### config.mk
export PLATFORM = sky130hd
export DESIGN_NAME = transformed_box_bounds_core
export DESIGN_NICKNAME = d
export VERILOG_FILES = /design/src/sv/tbb_pkg.sv /design/src/sv/tbb_ram.sv /design/src/sv/tbb_mac.sv /design/src/sv/transformed_box_bounds_core.sv
export SDC_FILE = /design/constraint.sdc
export NUM_CORES = 2
export LEC_CHECK = 0
export BUFFER_PORTS_ARGS = -buffer_cell sky130_fd_sc_hd__buf_2
export CAP_MARGIN = 20
export CORE_MARGIN = 2
export CORE_UTILIZATION = 40
export DETAILED_ROUTE_END_ITERATION = 8
export GPL_TIMING_DRIVEN = 0
export PLACE_DENSITY_LB_ADDON = 0.2
export SYNTH_ARGS = -nofsm -noshare
export SYNTH_HDL_FRONTEND = slang
export SYNTH_SLANG_ARGS = --single-unit
### constraint.sdc
create_clock -name aclk -period 16 [get_ports aclk]
set_input_delay 2.4 -clock aclk [delete_from_list [all_inputs] [get_ports aclk]]
set_output_delay 2.4 -clock aclk [all_outputs]
set_load 0.01 [all_outputs]
### src/sv/tbb_pkg.sv
// Shared types, constants and helpers for the transformed box bounds core.
// Used by tbb_mac and transformed_box_bounds_core; no dependencies.
package tbb_pkg;

    localparam int MAX_CHAIN = 64;
    localparam int FRAC_BITS = 16;
    localparam int DATA_W    = 32;
    localparam int MAT_DEPTH = 16;
    localparam int ADDR_W    = 4;
    localparam int CNT_W     = $clog2(MAX_CHAIN + 1);

    localparam logic signed [DATA_W-1:0] ONE_FX     = DATA_W'(1) << FRAC_BITS;
    localparam logic signed [DATA_W-1:0] NEG_ONE_FX = -ONE_FX;

    typedef enum logic [2:0] {
        ST_IDLE,
        ST_ROW,
        ST_ROW_WAIT,
        ST_COPY,
        ST_COPY_WAIT,
        ST_CORNER,
        ST_CORNER_WAIT,
        ST_OUT
    } state_t;

    // Tag that travels with one multiply-accumulate term
    typedef struct packed {
        logic       valid;
        logic       corner;  // corner pass, else matrix row pass
        logic [1:0] k;       // term index within the dot product
        logic [1:0] j;       // product column or corner axis
        logic [2:0] n;       // corner number
    } op_tag_t;

    // Identity matrix entry, row-major address
    function automatic logic signed [DATA_W-1:0] identity_elem(input logic [ADDR_W-1:0] addr);
        logic signed [DATA_W-1:0] v;
        v = (addr[3:2] == addr[1:0]) ? ONE_FX : '0;
        return v;
    endfunction

endpackage

### src/sv/tbb_ram.sv
// Generic single write port, single read port RAM with registered read.
// No dependencies.
module tbb_ram #(
    parameter int WIDTH = 32,
    parameter int DEPTH = 16,
    localparam int AW   = $clog2(DEPTH)
) (
    input  logic             aclk,
    input  logic             we,
    input  logic [AW-1:0]    waddr,
    input  logic [WIDTH-1:0] wdata,
    input  logic [AW-1:0]    raddr,
    output logic [WIDTH-1:0] rdata
);

    logic [WIDTH-1:0] mem [DEPTH];
    logic [WIDTH-1:0] rdata_reg;

    always_ff @(posedge aclk) begin
        if (we) begin
            mem[waddr] <= wdata;
        end
        rdata_reg <= mem[raddr];
    end

    assign rdata = rdata_reg;

endmodule

### src/sv/tbb_mac.sv
// Saturating fixed point multiply-accumulate: registered 32x32 product, then
// floor shift, saturate, add and saturate. Depends on tbb_pkg.
module tbb_mac (
    input  logic                             aclk,
    input  logic                             aresetn,
    input  tbb_pkg::op_tag_t                 in_tag,
    input  logic signed [tbb_pkg::DATA_W-1:0] in_a,
    input  logic signed [tbb_pkg::DATA_W-1:0] in_b,
    output tbb_pkg::op_tag_t                 out_tag,
    output logic signed [tbb_pkg::DATA_W-1:0] out_res,
    output logic                             out_sat
);

    localparam logic signed [63:0] MAX64 = 64'sd2147483647;
    localparam logic signed [63:0] MIN64 = -64'sd2147483648;

    tbb_pkg::op_tag_t                  tag_reg;
    logic signed [63:0]                prod_reg;
    logic signed [tbb_pkg::DATA_W-1:0] acc_reg;
    logic signed [63:0]                a_ext, b_ext, shifted;
    logic signed [tbb_pkg::DATA_W-1:0] mul_val, acc_base;
    logic signed [tbb_pkg::DATA_W:0]   sum;
    logic                              mul_sat, add_sat;

    assign a_ext = $signed({{32{in_a[31]}}, in_a});
    assign b_ext = $signed({{32{in_b[31]}}, in_b});

    // product stage
    always_ff @(posedge aclk) begin
        if (!aresetn) begin
            tag_reg.valid <= 1'b0;
        end else begin
            tag_reg.valid <= in_tag.valid;
        end
        tag_reg.corner <= in_tag.corner;
        tag_reg.k      <= in_tag.k;
        tag_reg.j      <= in_tag.j;
        tag_reg.n      <= in_tag.n;
        prod_reg       <= a_ext * b_ext;
    end

    // rescale, saturate and accumulate
    always_comb begin
        shifted = prod_reg >>> tbb_pkg::FRAC_BITS;
        mul_sat = 1'b0;
        if (shifted > MAX64) begin
            mul_val = 32'sh7FFFFFFF;
            mul_sat = 1'b1;
        end else if (shifted < MIN64) begin
            mul_val = 32'sh80000000;
            mul_sat = 1'b1;
        end else begin
            mul_val = shifted[31:0];
        end
        acc_base = (tag_reg.k == 2'd0) ? '0 : acc_reg;
        sum      = $signed({acc_base[31], acc_base}) + $signed({mul_val[31], mul_val});
        add_sat  = (sum[32] != sum[31]);
        if (add_sat) begin
            out_res = sum[32] ? 32'sh80000000 : 32'sh7FFFFFFF;
        end else begin
            out_res = sum[31:0];
        end
        out_sat = tag_reg.valid && (mul_sat || add_sat);
    end

    always_ff @(posedge aclk) begin
        if (tag_reg.valid) begin
            acc_reg <= out_res;
        end
    end

    assign out_tag = tag_reg;

endmodule

### src/sv/transformed_box_bounds_core.sv
// Bounding box of the cube [-1,1]^3 under a chain of 4x4 Q16.16 matrices sent
// one row per request, leaf first. Depends on tbb_pkg, tbb_ram and tbb_mac.
// Each row request sends its 16 terms through the single multiply-accumulate
// unit and then drains it; row 3 then also copies the product memory into
// the world memory one word a cycle. The request that ends the chain then
// sends the 96 corner terms through it, and the result is held until taken;
// no new request is taken meanwhile.
// Matrices past MAX_CHAIN are ignored and flagged; saturation is flagged.
module transformed_box_bounds_core (
    input  logic               aclk,
    input  logic               aresetn,
    input  logic               s_valid,
    output logic               s_ready,
    input  logic signed [31:0] s_row_elem_0,
    input  logic signed [31:0] s_row_elem_1,
    input  logic signed [31:0] s_row_elem_2,
    input  logic signed [31:0] s_row_elem_3,
    input  logic [1:0]         s_row_index,
    input  logic               s_chain_end,
    output logic               m_valid,
    input  logic               m_ready,
    output logic signed [31:0] m_min_x,
    output logic signed [31:0] m_min_y,
    output logic signed [31:0] m_min_z,
    output logic signed [31:0] m_max_x,
    output logic signed [31:0] m_max_y,
    output logic signed [31:0] m_max_z,
    output logic               m_chain_truncated,
    output logic               m_saturated
);

    localparam int DW = tbb_pkg::DATA_W;
    localparam int AW = tbb_pkg::ADDR_W;

    tbb_pkg::state_t  state_reg, state_next;
    logic signed [DW-1:0] row_reg [4];
    logic [1:0]       r_reg;
    logic             end_reg;
    logic [AW-1:0]    cnt_reg, cnt_next;
    logic [2:0]       n_reg, n_next;
    logic [tbb_pkg::CNT_W-1:0] count_reg;
    logic             trunc_reg, sat_reg;
    logic [tbb_pkg::MAT_DEPTH-1:0] wvalid_reg;
    tbb_pkg::op_tag_t tag0, tag1_reg, mac_tag;
    logic [AW-1:0]    waddr1_reg, w_raddr;
    logic             copy1_reg;
    logic signed [DW-1:0] lo_reg [3];
    logic signed [DW-1:0] hi_reg [3];

    logic             accept, end_in, out_done, under_limit;
    logic             issue_row, issue_copy, issue_corner;
    logic             row_last, corner_last, drained;
    logic [DW-1:0]    w_rdata, p_rdata;
    logic signed [DW-1:0] world_eff, op_a, op_b, mac_res;
    logic             mac_sat, v_bit, p_we;

    assign accept      = s_valid && s_ready;
    assign out_done    = m_valid && m_ready;
    assign end_in      = s_chain_end && (s_row_index == 2'd3);
    assign under_limit = (count_reg < tbb_pkg::CNT_W'(tbb_pkg::MAX_CHAIN));
    assign row_last    = (cnt_reg == 4'd15);
    assign corner_last = (n_reg == 3'd7) && (cnt_reg == {2'd2, 2'd3});
    assign drained     = !tag1_reg.valid && !mac_tag.valid;

    // next state
    always_comb begin
        state_next = state_reg;
        case (state_reg)
            tbb_pkg::ST_IDLE: begin
                if (s_valid) begin
                    if (under_limit) begin
                        state_next = tbb_pkg::ST_ROW;
                    end else if (end_in) begin
                        state_next = tbb_pkg::ST_CORNER;
                    end
                end
            end
            tbb_pkg::ST_ROW: begin
                if (row_last) state_next = tbb_pkg::ST_ROW_WAIT;
            end
            tbb_pkg::ST_ROW_WAIT: begin
                if (drained) begin
                    state_next = (r_reg == 2'd3) ? tbb_pkg::ST_COPY : tbb_pkg::ST_IDLE;
                end
            end
            tbb_pkg::ST_COPY: begin
                if (row_last) state_next = tbb_pkg::ST_COPY_WAIT;
            end
            tbb_pkg::ST_COPY_WAIT: begin
                if (!copy1_reg) begin
                    state_next = end_reg ? tbb_pkg::ST_CORNER : tbb_pkg::ST_IDLE;
                end
            end
            tbb_pkg::ST_CORNER: begin
                if (corner_last) state_next = tbb_pkg::ST_CORNER_WAIT;
            end
            tbb_pkg::ST_CORNER_WAIT: begin
                if (drained) state_next = tbb_pkg::ST_OUT;
            end
            tbb_pkg::ST_OUT: begin
                if (m_ready) state_next = tbb_pkg::ST_IDLE;
            end
            default: state_next = tbb_pkg::ST_IDLE;
        endcase
    end

    // state outputs
    always_comb begin
        s_ready      = 1'b0;
        m_valid      = 1'b0;
        issue_row    = 1'b0;
        issue_copy   = 1'b0;
        issue_corner = 1'b0;
        case (state_reg)
            tbb_pkg::ST_IDLE:   s_ready      = 1'b1;
            tbb_pkg::ST_ROW:    issue_row    = 1'b1;
            tbb_pkg::ST_COPY:   issue_copy   = 1'b1;
            tbb_pkg::ST_CORNER: issue_corner = 1'b1;
            tbb_pkg::ST_OUT:    m_valid      = 1'b1;
            default: ;
        endcase
    end

    // term counters: k in cnt[1:0], column or axis in cnt[3:2]
    always_comb begin
        cnt_next = cnt_reg;
        n_next   = n_reg;
        if (issue_row || issue_copy) begin
            cnt_next = cnt_reg + 4'd1;
        end else if (issue_corner) begin
            if (cnt_reg == {2'd2, 2'd3}) begin
                cnt_next = '0;
                n_next   = n_reg + 3'd1;
            end else begin
                cnt_next = cnt_reg + 4'd1;
            end
        end
    end

    // issue: row pass reads world[k][c], otherwise address is the counter
    assign w_raddr    = issue_row ? {cnt_reg[1:0], cnt_reg[3:2]} : cnt_reg;
    assign tag0.valid  = issue_row || issue_corner;
    assign tag0.corner = issue_corner;
    assign tag0.k      = cnt_reg[1:0];
    assign tag0.j      = cnt_reg[3:2];
    assign tag0.n      = n_reg;

    always_ff @(posedge aclk) begin
        if (!aresetn) begin
            state_reg      <= tbb_pkg::ST_IDLE;
            cnt_reg        <= '0;
            n_reg          <= '0;
            count_reg      <= '0;
            trunc_reg      <= 1'b0;
            sat_reg        <= 1'b0;
            wvalid_reg     <= '0;
            tag1_reg.valid <= 1'b0;
            copy1_reg      <= 1'b0;
        end else begin
            state_reg      <= state_next;
            cnt_reg        <= cnt_next;
            n_reg          <= n_next;
            tag1_reg.valid <= tag0.valid;
            copy1_reg      <= issue_copy;
            if (accept && !under_limit) trunc_reg <= 1'b1;
            if (mac_sat) sat_reg <= 1'b1;
            if (copy1_reg) wvalid_reg[waddr1_reg] <= 1'b1;
            if (state_reg == tbb_pkg::ST_COPY_WAIT && !copy1_reg) begin
                count_reg <= count_reg + tbb_pkg::CNT_W'(1);
            end
            if (out_done) begin
                count_reg  <= '0;
                trunc_reg  <= 1'b0;
                sat_reg    <= 1'b0;
                wvalid_reg <= '0;
            end
        end
        tag1_reg.corner <= tag0.corner;
        tag1_reg.k      <= tag0.k;
        tag1_reg.j      <= tag0.j;
        tag1_reg.n      <= tag0.n;
    end

    // request capture and stage 1 address
    always_ff @(posedge aclk) begin
        if (accept) begin
            row_reg[0] <= s_row_elem_0;
            row_reg[1] <= s_row_elem_1;
            row_reg[2] <= s_row_elem_2;
            row_reg[3] <= s_row_elem_3;
            r_reg      <= s_row_index;
            end_reg    <= end_in;
        end
        waddr1_reg <= w_raddr;
    end

    // world memory, entries not yet written read as identity
    tbb_ram #(.WIDTH(DW), .DEPTH(tbb_pkg::MAT_DEPTH)) u_world_ram (
        .aclk  (aclk),
        .we    (copy1_reg),
        .waddr (waddr1_reg),
        .wdata (p_rdata),
        .raddr (w_raddr),
        .rdata (w_rdata)
    );

    assign world_eff = wvalid_reg[waddr1_reg] ? $signed(w_rdata)
                                              : tbb_pkg::identity_elem(waddr1_reg);

    // operand select: corner vector component is +1 or -1, w is +1
    always_comb begin
        case (tag1_reg.k)
            2'd0:    v_bit = tag1_reg.n[0];
            2'd1:    v_bit = tag1_reg.n[1];
            2'd2:    v_bit = tag1_reg.n[2];
            default: v_bit = 1'b1;
        endcase
        if (tag1_reg.corner) begin
            op_a = world_eff;
            op_b = v_bit ? tbb_pkg::ONE_FX : tbb_pkg::NEG_ONE_FX;
        end else begin
            op_a = row_reg[tag1_reg.k];
            op_b = world_eff;
        end
    end

    tbb_mac u_mac (
        .aclk    (aclk),
        .aresetn (aresetn),
        .in_tag  (tag1_reg),
        .in_a    (op_a),
        .in_b    (op_b),
        .out_tag (mac_tag),
        .out_res (mac_res),
        .out_sat (mac_sat)
    );

    // product memory, written with each finished row dot product
    assign p_we = mac_tag.valid && !mac_tag.corner && (mac_tag.k == 2'd3);

    tbb_ram #(.WIDTH(DW), .DEPTH(tbb_pkg::MAT_DEPTH)) u_product_ram (
        .aclk  (aclk),
        .we    (p_we),
        .waddr ({r_reg, mac_tag.j}),
        .wdata (mac_res),
        .raddr (cnt_reg),
        .rdata (p_rdata)
    );

    // running bounds over corners
    always_ff @(posedge aclk) begin
        if (mac_tag.valid && mac_tag.corner && mac_tag.k == 2'd3) begin
            case (mac_tag.j)
                2'd0: begin
                    if (mac_tag.n == 3'd0 || mac_res < lo_reg[0]) lo_reg[0] <= mac_res;
                    if (mac_tag.n == 3'd0 || mac_res > hi_reg[0]) hi_reg[0] <= mac_res;
                end
                2'd1: begin
                    if (mac_tag.n == 3'd0 || mac_res < lo_reg[1]) lo_reg[1] <= mac_res;
                    if (mac_tag.n == 3'd0 || mac_res > hi_reg[1]) hi_reg[1] <= mac_res;
                end
                2'd2: begin
                    if (mac_tag.n == 3'd0 || mac_res < lo_reg[2]) lo_reg[2] <= mac_res;
                    if (mac_tag.n == 3'd0 || mac_res > hi_reg[2]) hi_reg[2] <= mac_res;
                end
                default: ;
            endcase
        end
    end

    assign m_min_x           = lo_reg[0];
    assign m_min_y           = lo_reg[1];
    assign m_min_z           = lo_reg[2];
    assign m_max_x           = hi_reg[0];
    assign m_max_y           = hi_reg[1];
    assign m_max_z           = hi_reg[2];
    assign m_chain_truncated = trunc_reg;
    assign m_saturated       = sat_reg;

endmodule
=== Word level (Yosys, flattened, before mapping) ===
Memory sizes are Yosys's and may differ from the RTL's. A register that Yosys moved wholly into a read port is not among the register bits.
Cells that the tools add are included.

* Add/subtract/negate cells: 4
* Multipliers: 1
* Magnitude comparators: 11
* Equal/unequal tests: 28
* Multiplexer cells: 81
* Bitwise gates (word level): 3
* Reductions and logical operators: 40

{| class="wikitable"
|+ Operators with widths
! operator !! count
|-
| $mux 32 || 13
|-
| $reduce_or 32->1 || 4
|-
| $gt 32x32->1 || 3
|-
| $lt 32x32->1 || 3
|-
| $mul 32x32->64 || 1
|-
| $gt 48x32->1 const B || 1
|-
| $lt 48x32->1 const B || 1
|-
| $mux 1 || 43
|-
| $add 32x32->33 || 1
|-
| $mux 3 || 11
|-
| $pmux 3 s8 || 1
|-
| $mux 17 || 1
|-
| $mux 4 || 4
|-
| $ne 2x2->1 const B || 8
|-
| $or 16x16->16 || 1
|-
| $eq 3x3->1 const B || 5
|-
| $logic_and 1x1->1 || 13
|-
| $eq 2x2->1 const B || 5
|-
| $mux 2 || 5
|-
| $logic_or 1x1->1 || 9
|-
| $reduce_and 9->1 || 1
|-
| $eq 4x4->1 const B || 2
|-
| $add 7x1->7 const B || 1
|-
| $lt 7x7->1 const B || 1
|-
| 20 further kinds || 30
|}

* Register bits: 157
* RAM bits: 1344
* Bits of input ports: 135
* Output and inout port bits: 196
* Word-level logic and storage cells: 196
* Memories kept: 5

{| class="wikitable"
|+ Memory list
! name !! words !! width !! rd ports !! clocked after Yosys merged registers in !! wr ports !! RTL line !! source
|-
| u_product_ram.mem || 16 || 32 || 1 || 1 || 1 || tbb_ram.sv:16 || <nowiki>logic [WIDTH-1:0] mem [DEPTH];</nowiki>
|-
| u_world_ram.mem || 16 || 32 || 1 || 1 || 1 || tbb_ram.sv:16 ||
|-
| row_reg || 4 || 32 || 1 || 1 || 4 || transformed_box_bounds_core.sv:36 || <nowiki>logic signed [DW-1:0] row_reg [4];</nowiki>
|-
| hi_reg || 3 || 32 || 3 || 0 || 1 || transformed_box_bounds_core.sv:48 || <nowiki>logic signed [DW-1:0] hi_reg [3];</nowiki>
|-
| lo_reg || 3 || 32 || 3 || 0 || 1 || transformed_box_bounds_core.sv:47 || <nowiki>logic signed [DW-1:0] lo_reg [3];</nowiki>
|}

=== Depth between registers and ports, before layout ===
* Depth after elaboration: 15
* Depth in mapped cells: 37
* Gate-level depth less buffers: 33

=== Cells and area by module ===
A second synthesis with hierarchy kept.

* Cells, all modules: 7309
* Area, all modules: 97793.8 µm²

{| class="wikitable"
|+ By module, submodules not included
! module !! times used !! cells an instance !! area an instance (µm²) !! sequential area each (µm²)
|-
| tbb_mac || 1 || 4245 || 40092.2 || 2102.0
|-
| tbb_ram at u_world_ram || 1 || 838 || 19854.0 || 16015.4
|-
| tbb_ram at u_product_ram || 1 || 838 || 19835.3 || 16015.4
|-
| transformed_box_bounds_core || 1 || 1388 || 18012.3 || 10680.2
|}

=== Worst setup path after synthesis ===
OpenSTA, ideal clock, no wires.

* Path type: flip-flop to flip-flop
* Start point: reg u_mac.prod_reg[60]
* End point: mem lo_reg[0][32] in the netlist's numbering, enable pin
* Setup time: 595 ps
* Arrival: 12527 ps
* Data required time: 15405 ps
* Path slack: 2878 ps
* Stages on the path, launching flop included: 30
* Path buffers: 3
* Period minus slack after synthesis: 13122 ps
* Path through: dfxtp_1 -> or4_1 -> o31ai_1 -> clkbuf_1 -> nand2_1 -> ha_1 -> fa_1 -> a21o_1 -> a21oi_1 -> o31ai_1 -> o21ai_0 -> a21oi_1 -> a211o_1 -> o22ai_1 -> nand2b_1 -> clkbuf_1 -> clkbuf_1 -> o21ai_0 -> ha_1 -> a21o_1 -> a21o_1 -> a21oi_1 -> nor2b_1 -> o21ai_0 -> nand2b_1 -> a21oi_1 -> nor2b_1 -> o21ai_0 -> a21oi_1 -> a2111oi_0

* Word-level cells in the longest chain between the ends: 15
* Elaborated cells between the ends (all ways): 32
* Classes of those cells: add/sub (1); order compare (5); eq/ne (1); mux (20); reduce/logical (5)

{| class="wikitable"
|+ RTL lines
! element !! RTL line !! source
|-
| from (decl) || tbb_mac.sv:18 || <nowiki>logic signed [63:0] prod_reg;</nowiki>
|-
| from (signal assigned) || tbb_mac.sv:39 || <nowiki>prod_reg <= a_ext * b_ext;</nowiki>
|-
| $lt 48x32->1 || tbb_mac.sv:49 || <nowiki>end else if (shifted < MIN64) begin</nowiki>
|-
| $mux 32 || tbb_mac.sv:49 ||
|-
| $mux 32 * || tbb_mac.sv:46 || <nowiki>if (shifted > MAX64) begin</nowiki>
|-
| $add 32x32->33 * || tbb_mac.sv:56 || <nowiki>sum = $signed({acc_base[31], acc_base}) + $signed({mul_val[31], mul_val});</nowiki>
|-
| $mux 32 or $ne 1x1->1 (tied branches) || tbb_mac.sv:59, tbb_mac.sv:57 ||
|-
| $mux 32 * || tbb_mac.sv:58 || <nowiki>if (add_sat) begin</nowiki>
|-
| via mac_res[31] || transformed_box_bounds_core.sv:54 || <nowiki>logic signed [DW-1:0] world_eff, op_a, op_b, mac_res;</nowiki>
|-
| $lt 32x32->1 || transformed_box_bounds_core.sv:259 || <nowiki>if (mac_tag.n == 3'd0 || mac_res < lo_reg[1]) lo_reg[1] <= mac_res;</nowiki>
|-
| $logic_or 1x1->1 || transformed_box_bounds_core.sv:259 ||
|-
| $mux 1 || transformed_box_bounds_core.sv:259 ||
|-
| $mux 1 || transformed_box_bounds_core.sv:253 || <nowiki>case (mac_tag.j)</nowiki>
|-
| $mux 1 || transformed_box_bounds_core.sv:252 || <nowiki>if (mac_tag.valid && mac_tag.corner && mac_tag.k == 2'd3) begin</nowiki>
|-
| $mux 1 (not written as such) || transformed_box_bounds_core.sv:259 ||
|-
| $reduce_or 32->1 (no line) || -- ||
|-
| $mux 2 (no line) or $mux 1 (tied branches) (2 in a row) || -- ||
|-
| to (decl) || transformed_box_bounds_core.sv:47 ||
|}

Mark *: on every way through the listed nets, which the timed path passes. The rest lies on a longest branch.

=== Worst setup path after layout ===
* Start point: reg waddr1_reg[2]
* End point: reg u_mac.prod_reg[57]

* Word-level cells in the longest chain between the ends: 5
* Elaborated cells between the ends (all ways): 8
* Classes of those cells: mul (1); eq/ne (1); mux (6)

{| class="wikitable"
|+ RTL lines
! element !! RTL line !! source
|-
| from (decl) || transformed_box_bounds_core.sv:45 || <nowiki>logic [AW-1:0] waddr1_reg, w_raddr;</nowiki>
|-
| from (signal assigned) || transformed_box_bounds_core.sv:194 || <nowiki>waddr1_reg <= w_raddr;</nowiki>
|-
| $bmux 1 s4 or $eq 2x2->1 (tied branches) || transformed_box_bounds_core.sv:207, tbb_pkg.sv:38 ||
|-
| $mux 1 (not written as such) or $mux 17 (tied branches) || transformed_box_bounds_core.sv:207, tbb_pkg.sv:38 ||
|-
| $mux 32 * || transformed_box_bounds_core.sv:207 || <nowiki>assign world_eff = wvalid_reg[waddr1_reg] ? $signed(w_rdata)</nowiki>
|-
| $mux 32 || transformed_box_bounds_core.sv:218 || <nowiki>if (tag1_reg.corner) begin</nowiki>
|-
| $mul 32x32->64 * || tbb_mac.sv:39 ||
|}

Mark *: on every way between the ends. The rest lies on a longest branch, timed or not. The select of a mux whose other input is x is not followed.
A chain may end at the register's enable or synchronous reset.

==> results by group <==
Synth
  • Sequential area share after synthesis: 0.457
  • FF+latch count, synth: roughly 1500
  • Primary FF master, synth: edfxtp_1
  • Cells after Synth: between 8000 and 9000
  • Async SR Flop Fraction: 0
  • Post-Syn Area: just under 0.1 sq mm
  • Ys Warns: 0
  • Netlist cell types: 71
  • Syn avg cell area: 12.0 sq um
  • Number of synthesized flops with an enable pin: about 1400
  • Mapped Nets: a little under 10000

Setup path
  • R2R Setup Slk: around 2.7 ns
  • Worst Path Max Fanout: 10
  • Worst path slowest cell: or4b_2
  • CP endpoint kind: flop
  • Crit path DAT: 13.96 ns
  • CP delay by family, top: adder cells
  • Setup crit start kind: flop
  • WP buf/inv: 8
  • Required @ worst endpoint: ~17 ns
  • CP peak stage delay: 0.86 ns
  • Reg2reg start: waddr1_reg[2]
  • Top cell by count, worst path: fa_1
  • Worst R2R End: u_mac.prod_reg[57]
  • Crit Path Class: reg -> reg
  • R2R depth: 32

Floorplanning
  • Std-Cell Rows: roughly 180
  • Die area: about 0.25 sq mm
  • I/O pins: around 330
  • Starting Density: 0.403
  • Core footprint: 0.244 sq mm
  • Die H: between 400 and 500 um
  • Die Wd: ~500 um

Pwr
  • Maximum vdd ir drop: about 230 uV
  • PwrDens: ~210 mW/mm^2
  • Total power: roughly 24 mW
  • Lkg Pwr: between 40 and 50 nW

Global routing
  • Initial antenna violation count: 22
  • Total GRT Usage: 0.268
  • Total congestion overflow: 0
  • First-pass GRT wire length: approximately 490000 um
  • Largest net degree at the start of global routing: 76
  • Met1 Track Usage GR: 0.335
  • Most used routing layer: met2
  • GR Util met2: 0.438
  • Global routing met3 resource utilization: 0.0606
  • Via count of the first global-routing pass: roughly 70000

Status
  • Outcome: completed

Clock tree
  • Post-cts resize count: 0
  • Root Buffer: clkbuf_16
  • Clock-pin slew on the worst setup and hold paths: 0.06 ns
  • Max Buffers Root-to-Sink: 3
  • CTS Hold Buffers Added: 0
  • CTS Buf Count: 168
  • Setup bufs post-CTS: 0
  • Clk Latency, worst-skew pair: between 0.8 and 0.9 ns
  • Num Clock Sinks: 1549
  • CTS H-tree depth: 4
  • TritonCTS clock tree: built

Cells and area
  • Area grow syn2layout: 14.9%
  • Share of cells above drive strength 1: 0.116
  • Nets: between 10000 and 15000
  • Final non-filler cell area: approximately 0.11 sq mm

Placement
  • Port Buffers: 330
  • Hpwl dp: 263000 um
  • Gp weighted congestion: roughly 0.99
  • Placed Area: about 0.11 sq mm

Timing
  • Fin. Hold Viols: 0
  • Final setup violation count: 0
  • RSZ-0062 raised after global routing: false
  • Layout Skew: just under 0.09 ns
  • Slew HR: 0.137
  • Slew @ Worst Pin: 1.29 ns
  • Pins Over Slew Limit: 0
  • Final period util: 0.829
  • Post-layout min period: between 10 and 15 ns
  • Fmax: about 75 MHz

Hold path
  • Hold Path Stages: 0
  • WHS Endpoint: u_mac.out_tag[4]
  • Hold Crit Start: tag1_reg[4]
  • Worst Hold Class: reg -> reg

Drt
  • ANT nets after route: 0
  • Per-cell routed wire length: 27.2 um
  • Final WL: 332000 um
  • DR DRC count: 0
  • Drt pass-1 iters: 6
  • Iter 0 DRT Violations: roughly 6400
  • Average vias per placed instance: between 5 and 6
  • Vias: approximately 66000

Flow run
  • # Max-Cap Violations: 0
-- where the power goes --
| part | total, mW | internal, mW | switching, mW |
|---|---|---|---|
| sequential | 6.32 | 6.03 | 0.283 |
| clock | 3.99 | 2.29 | 1.71 |
| combinational | 13.9 | 4.74 | 9.15 |
-- through the flow --
stage	hold slack [ns]	instances	TNS (ns)	utilization	worst slack [ns]
detailed placement	0.317	11900	0	0.439	2.94
finish	0.331	12200	0	0.463	2.73
global placement	0.312	11700	-216.95	0.426	-4.23
global route	0.336	12200	0	0.463	2.47
CTS	0.334	12200	0	0.462	2.87
floorplan	0.310	8185	0	-	2.88
-- area by class of cell --
type,count,area (sq um)
clock inverters,101,1150
well taps,3202,4010
repair buffers,486,4050
clock buffers,212,4540
inverters,1229,4610
flip-flops and latches,1549,44800
fillers,22100,131000
diodes,29,72.6
multi-input cells,5054,48200
plain buffers,353,1330
-- worst max-delay path by stage --
stage               cells after the start                from            endpoint  slack, ns
detailed placement                     32       waddr1_reg[2]  u_mac.prod_reg[57]       2.94
CTS                                    32       waddr1_reg[2]  u_mac.prod_reg[57]       2.87
finish                                 32       waddr1_reg[2]  u_mac.prod_reg[57]       2.73
global placement                       26  u_mac.prod_reg[60]       lo_reg[0][59]      -4.23
global route                           32       waddr1_reg[2]  u_mac.prod_reg[57]       2.47
floorplan                              29  u_mac.prod_reg[60]       lo_reg[0][32]       2.88
-- metal layers --
metal,routed length (um),vias to the layer above,share of wire
met2,156000,2969,0.47
li1,-,28600,-
met1,127000,34300,0.38
met3,28900,640,0.087
met4,20000,8,0.060
met5,52,-,0.00016
-- Yosys cell counts, drive strengths merged (5+ instances only) --
cell,number,area (sq um)
a211o,6,52.6
a211oi,60,450
a21o,121,908
a21oi,225,1130
a221oi,6,52.6
a311oi,65,569
a31oi,50,313
and2,32,200
and3,52,325
buf,46,175
clkbuf,307,1150
dfxtp,170,3400
edfxtp,1379,41400
fa,1082,21700
ha,405,5070
inv,1227,4610
mux2i,38,380
mux4,170,3830
nand2,1175,4410
nand2b,34,213
nand3,286,1430
nand3b,5,37.5
nand4,68,425
nor2,685,2570
nor2b,95,594
nor3,29,145
nor4,5,31.3
o21a,27,203
o21ai,109,549
o21bai,19,143
o22ai,5,31.3
o31ai,10,75.1
or2,24,150
or3,10,62.6
or4,7,52.6
xnor2,60,526
xor2,39,342
-- worst register-to-register path: cells and delay by family (launching register included) --
family | cells | cell delay, ns
buffers and inverters | 8 | 2.90
AND/OR/NAND/NOR | 4 | 2.27
flip-flops | 1 | 0.38
adder cells (fa/ha/maj) | 9 | 4.48
XOR/XNOR | 1 | 0.17
multiplexers | 3 | 0.89
AO/OA/AOI/OAI | 7 | 2.02
-- cell usage in the layout, fill, tap and decap left out, types with 168 or more instances in the layout --
master	instances
a21oi_1	200
buf_2	335
nand3_1	285
edfxtp_1	1379
nand2_1	1175
mux4_2	170
clkbuf_1	335
ha_1	405
inv_1	1227
dfxtp_1	168
fa_1	1082
nor2_1	659
clkbuf_16	171
-- logic make-up after synthesis --
kind of cell,Yosys count,synth area share
and+or+nand+nor,2523,0.110
buffers and inverters,1582,0.0605
DFF,1549,0.457
adders and majority gates,1488,0.272
AOI/OAI and AO/OA,736,0.0486
muxes,208,0.0429
xor gates and xnor gates,99,0.00884
Power figures use the tool's default switching activity.
